## src/design/vphg_pkg.sv

```systemverilog
// ----------------------------------------------------------------------------
// vphg_pkg
// Shared types and constants for the volts-per-hertz reference generator.
// ----------------------------------------------------------------------------
`default_nettype none

package vphg_pkg;

  localparam int CfgIdxW  = 3;
  localparam int CfgDataW = 31;

  localparam logic [CfgIdxW-1:0] CFG_SPEED_STEP    = 3'd0;
  localparam logic [CfgIdxW-1:0] CFG_PHASE_GAIN    = 3'd1;
  localparam logic [CfgIdxW-1:0] CFG_BOOST_VOLTAGE = 3'd2;
  localparam logic [CfgIdxW-1:0] CFG_VOLTAGE_SLOPE = 3'd3;
  localparam logic [CfgIdxW-1:0] CFG_ANGLE_OFFSET  = 3'd4;
  localparam logic [CfgIdxW-1:0] CFG_START_ANGLE   = 3'd5;

  // Q15 slope product is scaled back by this many bits
  localparam int SlopeShift = 15;

  typedef struct packed {
    logic signed [15:0] speed_target;
    logic               restart;
  } vphg_in_t;

  typedef struct packed {
    logic        [15:0] angle;
    logic signed [15:0] magnitude;
    logic signed [15:0] working_speed;
  } vphg_out_t;

  typedef struct packed {
    logic        [30:0] speed_step;
    logic        [15:0] phase_gain;
    logic signed [15:0] boost_voltage;
    logic signed [16:0] voltage_slope;
    logic        [15:0] angle_offset;
    logic        [15:0] start_angle;
  } vphg_cfg_t;

endpackage

`default_nettype wire

```

## src/design/vphg_ramp.sv

```systemverilog
// ----------------------------------------------------------------------------
// vphg_ramp
// Speed slew: moves the Q15.16 accumulator toward the target by the step,
// clamped at the target. Hands the new integer speed to the result stage.
// ----------------------------------------------------------------------------
`default_nettype none

module vphg_ramp
  import vphg_pkg::*;
(
  input  wire logic               clk,
  input  wire logic               rst_n,
  input  wire logic               load,
  input  wire vphg_in_t           req,
  input  wire logic [30:0]        speed_step,
  output logic signed [15:0]      speed_w,
  output logic                    restart
);

  logic signed [31:0] acc_r;
  logic signed [31:0] acc_nxt;

  logic signed [33:0] base;
  logic signed [33:0] tgt;
  logic signed [33:0] step;
  logic signed [33:0] up;
  logic signed [33:0] dn;
  logic signed [33:0] res;

  always_comb begin
    base = req.restart ? 34'sd0 : {{2{acc_r[31]}}, acc_r};
    tgt  = {{2{req.speed_target[15]}}, req.speed_target, 16'b0};
    step = $signed({3'b0, speed_step});
    up   = base + step;
    dn   = base - step;
    if (base < tgt) begin
      res = (up > tgt) ? tgt : up;
    end else if (base > tgt) begin
      res = (dn < tgt) ? tgt : dn;
    end else begin
      res = base;
    end
    acc_nxt = res[31:0];
  end

  always_ff @(posedge clk) begin
    if (!rst_n) begin
      acc_r <= '0;
    end else if (load) begin
      acc_r <= acc_nxt;
    end
  end

  assign speed_w = acc_nxt[31:16];
  assign restart = req.restart;

endmodule

`default_nettype wire

```

## src/design/vphg_synth.sv

```systemverilog
// ----------------------------------------------------------------------------
// vphg_synth
// Phase integration and V/f magnitude; holds the result register.
// ----------------------------------------------------------------------------
`default_nettype none

module vphg_synth
  import vphg_pkg::*;
(
  input  wire logic               clk,
  input  wire logic               rst_n,
  input  wire logic               load,
  input  wire logic signed [15:0] speed_w,
  input  wire logic               restart,
  input  wire vphg_cfg_t          cfg,
  output vphg_out_t               result
);

  logic        [31:0] phase_r;
  logic        [31:0] phase_nxt;
  logic        [31:0] phase_base;
  logic signed [32:0] dphase;
  logic        [16:0] wabs;
  logic signed [34:0] vprod;
  logic signed [15:0] mag;
  vphg_out_t          result_r;
  vphg_out_t          result_nxt;

  always_comb begin
    dphase     = $signed({{17{speed_w[15]}}, speed_w}) * $signed({17'b0, cfg.phase_gain});
    phase_base = restart ? {cfg.start_angle, 16'b0} : phase_r;
    phase_nxt  = phase_base + dphase[31:0];

    // |speed| never exceeds one per-unit (32768), so no clamp is needed
    wabs  = speed_w[15] ? (17'd0 - {1'b1, speed_w}) : {1'b0, speed_w};
    vprod = $signed({{18{cfg.voltage_slope[16]}}, cfg.voltage_slope})
          * $signed({18'b0, wabs});
    mag   = cfg.boost_voltage + vprod[SlopeShift+15:SlopeShift];

    result_nxt.angle         = phase_nxt[31:16] + cfg.angle_offset;
    result_nxt.magnitude     = mag;
    result_nxt.working_speed = speed_w;
  end

  always_ff @(posedge clk) begin
    if (!rst_n) begin
      phase_r <= '0;
    end else if (load) begin
      phase_r <= phase_nxt;
    end
  end

  always_ff @(posedge clk) begin
    if (load) begin
      result_r <= result_nxt;
    end
  end

  assign result = result_r;

endmodule

`default_nettype wire

```

## src/design/volts_per_hertz_generator.sv

```systemverilog
// ----------------------------------------------------------------------------
// volts_per_hertz_generator
// Open-loop V/f reference: ramps speed, integrates phase, scales voltage.
//
// Input channel in_valid/in_stall/in_data carries one request per control
// period: a Q15 speed target and a restart flag. Output channel
// out_valid/out_stall/out_data returns one result per request: angle,
// magnitude and working speed. Requests are accepted when in_valid is high
// and in_stall is low; results are taken likewise on the output side.
// Two register stages: the input register and the result register, with the
// speed ramp, phase and magnitude computed in one pass between them.
// Requests pass the input register, then the result register, to out_valid;
// one request per cycle is sustained while out_stall is low.
// When out_stall is held, both stages fill and in_stall rises; results
// stay stable until taken. Reset clears the pipeline, the cfg_ registers, the
// speed accumulator and the phase. Write the cfg_ registers only while idle;
// start_angle takes effect at the next restart request.
// ----------------------------------------------------------------------------
`default_nettype none

module volts_per_hertz_generator
  import vphg_pkg::*;
(
  input  wire logic                clk,
  input  wire logic                rst_n,
  input  wire logic                in_valid,
  output logic                     in_stall,
  input  wire vphg_in_t            in_data,
  output logic                     out_valid,
  input  wire logic                out_stall,
  output vphg_out_t                out_data,
  input  wire logic                cfg_we,
  input  wire logic [CfgIdxW-1:0]  cfg_index,
  input  wire logic [CfgDataW-1:0] cfg_wdata
);

  vphg_cfg_t          cfg_r;
  vphg_in_t           req_r;
  logic               v1_r;
  logic               v2_r;
  logic               adv2;
  logic               in_take;
  logic signed [15:0] speed_w;
  logic               restart;

  always_ff @(posedge clk) begin
    if (!rst_n) begin
      cfg_r <= '0;
    end else if (cfg_we) begin
      case (cfg_index)
        CFG_SPEED_STEP:    cfg_r.speed_step    <= cfg_wdata[30:0];
        CFG_PHASE_GAIN:    cfg_r.phase_gain    <= cfg_wdata[15:0];
        CFG_BOOST_VOLTAGE: cfg_r.boost_voltage <= cfg_wdata[15:0];
        CFG_VOLTAGE_SLOPE: cfg_r.voltage_slope <= cfg_wdata[16:0];
        CFG_ANGLE_OFFSET:  cfg_r.angle_offset  <= cfg_wdata[15:0];
        CFG_START_ANGLE:   cfg_r.start_angle   <= cfg_wdata[15:0];
        default: ;
      endcase
    end
  end

  assign adv2     = v1_r && (!v2_r || !out_stall);
  assign in_stall = v1_r && !adv2;
  assign in_take  = in_valid && !in_stall;

  always_ff @(posedge clk) begin
    if (!rst_n) begin
      v1_r <= 1'b0;
      v2_r <= 1'b0;
    end else begin
      v1_r <= in_take || (v1_r && !adv2);
      v2_r <= adv2 || (v2_r && out_stall);
    end
  end

  always_ff @(posedge clk) begin
    if (in_take) begin
      req_r <= in_data;
    end
  end

  vphg_ramp u_ramp (
    .clk        (clk),
    .rst_n      (rst_n),
    .load       (adv2),
    .req        (req_r),
    .speed_step (cfg_r.speed_step),
    .speed_w    (speed_w),
    .restart    (restart)
  );

  vphg_synth u_synth (
    .clk     (clk),
    .rst_n   (rst_n),
    .load    (adv2),
    .speed_w (speed_w),
    .restart (restart),
    .cfg     (cfg_r),
    .result  (out_data)
  );

  assign out_valid = v2_r;

endmodule

`default_nettype wire

```

## config.mk

```make
export PLATFORM = sky130hd
export DESIGN_NAME = volts_per_hertz_generator
export DESIGN_NICKNAME = d
export VERILOG_FILES = /design/src/design/vphg_pkg.sv /design/src/design/vphg_ramp.sv /design/src/design/vphg_synth.sv /design/src/design/volts_per_hertz_generator.sv
export SDC_FILE = /design/constraint.sdc
export NUM_CORES = 2
export LEC_CHECK = 0
export BUFFER_PORTS_ARGS = -buffer_cell sky130_fd_sc_hd__buf_2
export CORE_MARGIN = 3
export CORE_UTILIZATION = 60
export CTS_BUF_LIST = sky130_fd_sc_hd__clkbuf_8
export CTS_CLUSTER_DIAMETER = 50
export DETAILED_ROUTE_END_ITERATION = 7
export HOLD_SLACK_MARGIN = 0.05
export PLACE_DENSITY = 0.75
export SLEW_MARGIN = 20
export SYNTH_ARGS = -nofsm -noshare
export SYNTH_HDL_FRONTEND = slang
export SYNTH_SLANG_ARGS = --single-unit
```

## constraint.sdc

```tcl
create_clock -name clk -period 24.1 [get_ports clk]
set_clock_uncertainty 0.2 [all_clocks]
set_input_delay 1.205 -clock clk [delete_from_list [all_inputs] [get_ports clk]]
set_output_delay 1.205 -clock clk [all_outputs]
set_load 0.005 [all_outputs]
```

# Word-level counts from Yosys, hierarchy flattened
# Cells that the tools add are included.
# Widths: inputs -> output; s select.
# op_classes
n_eq_ne,5
n_mux,7
reduce_logical,18
n_lt_le_gt_ge,4
n_mul,2
addsub,6
# ops
op,count
$mux 32,5
$gt 34x32->1,2
$lt 34x32->1,2
$add 34x32->34,1
$mux 34,1
$sub 34x32->34,1
$add 16x16->16,2
$add 32x32->32,1
$mul 16x17->32,1
$mul 17x18->31,1
$mux 17,1
$sub 1x17->17 const A,1
$reduce_and 2->1,6
$eq 3x2->1 const B,2
$eq 3x3->1 const B,2
$logic_and 1x1->1,4
$logic_not 1->1,4
$eq 3x1->1 const B,1
$logic_not 3->1,1
$logic_or 1x1->1,3
# word_totals
regBits,243
word_cells,57

# Longest topological paths before layout
# logic_depth
depth_word,10
mapped_depth,80
mapped_depth_nobuf,74

# Hierarchy
# A second synthesis with hierarchy kept.
# hier_totals
cells_unflattened,4037
hier_area_um2,35425.2
# modules_own_cells
module,n_inst,area_each_um2,cells_per_inst
vphg_synth,1,22660.5,2484
vphg_ramp,1,7988.9,1126
volts_per_hertz_generator,1,4775.8,427

# Worst setup path after synthesis
# OpenSTA, ideal clock, no wires.
# synth_path
path_type,register to register
from,register req_r[0] (netlist name)
to,"register u_synth.result_r, in the netlist u_synth.result[31] (data pin)"
path_stages_with_launch,75
path_slack_ps,8003
period_less_slack_ps,16097
setup_ps,268
t_arrival_ps,15629
t_required_ps,23632
cell_sequence,edfxtp_1 -> buf_6 -> buf_6 -> buf_2 -> clkbuf_1 -> clkbuf_1 -> clkbuf_1 -> nor2b_1 -> inv_1 -> fa_1 -> nor2b_1 -> o211ai_1 -> a31oi_1 -> o31ai_2 -> a211oi_1 -> o22a_1 -> a311o_1 -> a311o_1 -> (+39 left out) -> and3_1 -> o22a_1 -> a21o_1 -> xor2_1 -> ha_1 -> a21oi_1 -> o21bai_1 -> a21oi_1 -> o21bai_1 -> a21oi_1 -> o21ai_0 -> a21o_1 -> a21oi_1 -> o21bai_1 -> a21oi_1 -> xnor2_1 -> xnor2_1 -> xnor3_1
# synth_via
elab_chain_cells,10
# synth_rtl
element,line,rtl
start: declaration,volts_per_hertz_generator.sv:38,vphg_in_t req_r;
start signal: assignment,volts_per_hertz_generator.sv:78,req_r <= in_data;
$mux 34 (*),vphg_ramp.sv:31,"base = req.restart ? 34'sd0 : {{2{acc_r[31]}}, acc_r};"
$sub 34x32->34,vphg_ramp.sv:35,dn = base - step;
$lt 34x32->1,vphg_ramp.sv:39,res = (dn < tgt) ? tgt : dn;
$mux 32,vphg_ramp.sv:39,
$mux 32,vphg_ramp.sv:38,end else if (base > tgt) begin
$mux 32 (*),vphg_ramp.sv:36,if (base < tgt) begin
via speed_w[1],volts_per_hertz_generator.sv:43,logic signed [15:0] speed_w;
$sub 1x17->17,vphg_synth.sv:35,"wabs = speed_w[15] ? (17'd0 - {1'b1, speed_w}) : {1'b0, speed_w};"
$mux 17 (*),vphg_synth.sv:35,
$mul 17x18->31 (*),vphg_synth.sv:37,"* $signed({18'b0, wabs});"
$add 16x16->16 (*),vphg_synth.sv:38,mag = cfg.boost_voltage + vprod[SlopeShift+15:SlopeShift];
via u_synth.mag[15],vphg_synth.sv:25,logic signed [15:0] mag;
end signal: assignment,vphg_synth.sv:55,result_r <= result_nxt;
end: declaration,vphg_synth.sv:26,vphg_out_t result_r;
# Mark *: on every way through the listed nets, which the timed path passes. The rest lies on a longest branch.
# A chain may end at the register's enable or synchronous reset.

# Worst setup path after layout
# layout_path
from,register req_r[0] (netlist name)
to,"register u_synth.result_r, in the netlist u_synth.result[31] (data pin)"
# layout_via
elab_chain_cells,10
# layout_rtl
element,line
$mux 34 (*),vphg_ramp.sv:31
$sub 34x32->34,vphg_ramp.sv:35
$lt 34x32->1,vphg_ramp.sv:39
$mux 32,vphg_ramp.sv:39
$mux 32,vphg_ramp.sv:38
$mux 32 (*),vphg_ramp.sv:36
$sub 1x17->17,vphg_synth.sv:35
$mux 17 (*),vphg_synth.sv:35
$mul 17x18->31 (*),vphg_synth.sv:37
$add 16x16->16 (*),vphg_synth.sv:38
via u_synth.mag[15],vphg_synth.sv:25
# Marked as above.

==> qor_table.md <==
| Step | Item | This run |
|:---|:---|:---|
| global route | Global-route usage over all layers | 33.1% |
| floorplanning | Effective utilization at floorplan | 61.2% |
| routing | Total routed wirelength | 99,600 um |
| hold path | Worst min-delay path class | register to register |
| worst setup path | Worst Path Required | 24.30 ns |
| clocking | Buffers inserted during post-CTS setup optimization | 0 |
| synth | Primary flip-flop cell chosen by synthesis mapping | dfxtp_1 |
| routing | Wire length per cell after detailed routing | 20.3 um |
| finish | Non-filler instance count after layout | 4,917 |
| worst setup path | Maximum cell stage delay along the critical path | 0.90 ns |
| floorplanning | Std-Cell Core Area | 0.0570 mm2 |
| synth | Summed instance area of the synthesized netlist | 0.0349 mm2 |
| timing | Aggregate negative setup slack | 0 ns |
| power | PD cells | 90.6 mW/mm2 |
| synth | Yosys cell types | 111 |
| floorplanning | Row count | 87 |
| timing | Setup violators final | 0 |
| place | Placed wire-length estimate | 77,700 um |
| routing | Routed vias/inst | 5.86 |
| worst setup path | Critical path arrival | 19.57 ns |
| clocking | TritonCTS clock tree | yes |
| timing | Shortest clock period the worst path allows after layout | 19.37 ns |
| synth | Per-instance average area after synthesis | 8.52 um2 |
| finish | Area growth from synthesis to final layout | 6.17% |
| clocking | Hold-fix buffers at CTS | 0 |
| routing | Total via count after detailed routing | 28,833 |
| power | Leakage Power | 17.8 nW |
| timing | Highest Clock Rate | 51.6 MHz |
| synth | Post-synth EDFFs | 65 |
| power | Worst vdd ir | 0.127 mV |
| worst setup path | Kind of cell adding the most delay to the critical path | compound AO/OA/AOI/OAI gates |
| routing | Final ANT Viol Nets | 0 |
| global route | Global-route wire length before repair | 158,000 um |
| worst setup path | CP max-delay cell | clkinv_1 |
| floorplanning | Die extent in x | 247 um |
| clocking | Cts bufs inserted | 50 |
| worst setup path | CP Class | register to register |
| routing | First-iteration detailed-routing DRC count | 2,273 |
| clocking | Clock-pin slew on the worst setup and hold paths | 0.06 ns |
| synth | Leading post-synthesis cells by cell area | fa_1 26%, ha_1 13%, dfxtp_1 10% |
| outcome | Outcome | completed |
| run | Total of max-cap violations | 0 |
| timing | Max-slew headroom | 24.7% |
| clocking | CTS-repair resized insts | 0 |
| global route | Maximum number of pins on one net before global-route repair | 85 |
| timing | Measured slew at the worst slew-check pin | 1.10 ns |
| clocking | Maximum count of clock buffers along a single path | 3 |
| synth | Sequential element share of the synthesized area | 15.8% |
| finish | Final #Nets | 4,978 |
| worst setup path | Critical Path Fanout Max | 53 |
| clocking | Root cell of the clock tree | clkbuf_8 |
| clocking | Total clock sinks | 243 |
| worst setup path | Endpoint type of the worst setup path | register |
| worst setup path | Kind of launch point of the worst setup path | register |
| routing | TritonRoute pass-1 iters | 6 |
| routing | DRC errors left | 0 |
| synth | FF+latch count, synth | 243 |
| timing | Final Cycle Share | 80.4% |
| timing | Final hold vios | 0 |
| timing | Final max-slew violation count | 0 |
| synth | Gate count after technology mapping | 4,101 |
| global route | Antenna violations before repair | 4 |
| synth | Post-synthesis cell type with the largest combined area | fa_1 |
| finish | Fill cell instance count of the final layout | 4,950 |
| floorplanning | Die Span Y | 247 um |
| synth | Yosys Warn Count | 0 |
| timing | Setup repair after global routing missed its margin | no |
| floorplanning | Floorplan die area | 0.0612 mm2 |
| place | Count of input and output buffers | 105 |
| finish | Share of layout cells above drive strength 1 | 7.57% |
| worst setup path | Worst path buffer plus inverter count | 10 |
| floorplanning | I/O pin cnt | 106 |
| global route | Vias in the first global route | 28,963 |
| synth | Most instantiated library cell after synthesis | inv_1 |
| power | Total design power | 3.36 mW |
| global route | GR Overflow Total | 0 |
| synth | Fraction of post-synthesis cell area in the top cell type by area | 25.8% |
| clocking | H-tree depth | 2 |
| synth | Fraction of registers with async set or reset after synthesis | 0% |
| synth | Ranking of synthesized cells by instance count | 691 x inv_1, 625 x nand2_1, 451 x fa_1 |
| clocking | Clock latency on the worst-skew pair | 0.68 ns |
| place | Post-placement cell count | 4,822 |
| place | Global placer's final weighted congestion | 0.991 |
[path summary, 6_finish.rpt]
path	startpoint	end	slack, ns	cells past startpoint
setup / recovery	req_r[0]	u_synth.result[31]	4.73	65
hold / removal	u_synth.phase_r[14]	u_synth.phase_r[14]	0.25	2
setup reg to reg	req_r[0]	u_synth.result[31]	4.73	65
hold reg to reg	u_synth.phase_r[14]	u_synth.phase_r[14]	0.25	2
[layout by cell type (no fill, tap or decap), types with 12 or more instances in the layout]
cell type,synthesis,routed
o21ai_0,69,69
a21oi_1,235,234
edfxtp_1,65,65
nand3_1,38,38
nand2_1,625,624
a211oi_1,25,25
xor2_1,35,35
inv_1,691,700
o211ai_1,18,18
or2_2,13,13
buf_4,9,44
buf_2,22,105
nor2b_1,68,67
mux2_2,16,16
nor4_1,15,14
a21boi_0,43,43
nor3_1,38,38
o21a_1,12,12
nand2b_1,36,36
o22ai_1,14,14
o21bai_1,25,25
clkbuf_8,0,56
and3_1,51,51
a21o_1,37,37
o31ai_1,13,12
or3_1,14,14
conb_1,2,14
and2_1,226,226
ha_1,353,353
a31oi_1,16,16
dfxtp_1,178,178
xnor2_1,101,99
fa_1,451,451
nor2_1,158,158
nand4_1,15,15
[area by class of cell]
class	instances	area [um2]	area share [%]
antenna	2	5.00	0.0135
clock buffer	56	771	2.08
clock inverter	37	324	0.874
inverter	692	2600	7.02
multi-input combinational	2982	26100	70.3
sequential	243	5520	14.9
tap	756	946	2.55
timing repair buffer	149	856	2.31
[state kept, by name, summed over array words and instances, names as in the netlist]
register	count
u_synth.phase_r	32
u_ramp.acc_r	32
cfg_r	112
req_r	17
v1_r	1
out_valid	1
u_synth.result	48
[stage by stage]
stage               worst slack [ns]  cell area [um2]  hold slack [ns]  util [%]
floorplan                       8.00            35000            0.227         -
global placement                5.79            36000            0.234      63.1
detailed placement              5.40            36000            0.242      63.1
CTS                             5.30            37100            0.249      65.0
global route                    3.76            37100            0.273      65.0
finish                          4.73            37100            0.248      65.0
[worst min-delay path: stages (launching register included)]
cell and delay, ns:
dfxtp_1 0.30, nand2_1 0.05, a21oi_1 0.05
[report_power, final]
part           switching [mW]  internal, mW  total, mW
Clock                   0.216         0.263      0.479
Combinational            1.52         0.813       2.33
Sequential             0.0309         0.516      0.547
Total                    1.77          1.59       3.36
[metal layers]
layer | global-route usage (%) | share of wire [%] | vias to the layer above | wire [um]
met1 | 43.3 | 41 | 14208 | 40500
met3 | 5.78 | 8.0 | 268 | 7970
met5 | 0 | 0.023 | - | 23
li1 | - | - | 13176 | -
met4 | 14.7 | 5.0 | 4 | 4990
met2 | 53.9 | 46 | 1177 | 46100
[cells by family after synthesis]
family | after synthesis | synth area share (%)
multiplexers | 26 | 0.802
other | 2 | 0.0215
adder cells (fa/ha/maj) | 808 | 38.6
buffers and inverters | 888 | 9.87
AO/OA/AOI/OAI | 643 | 12.4
flip-flops | 243 | 15.8
XOR/XNOR | 141 | 3.68
AND/OR/NAND/NOR | 1350 | 18.8
Note: power is estimated with default switching activity, not from simulation.
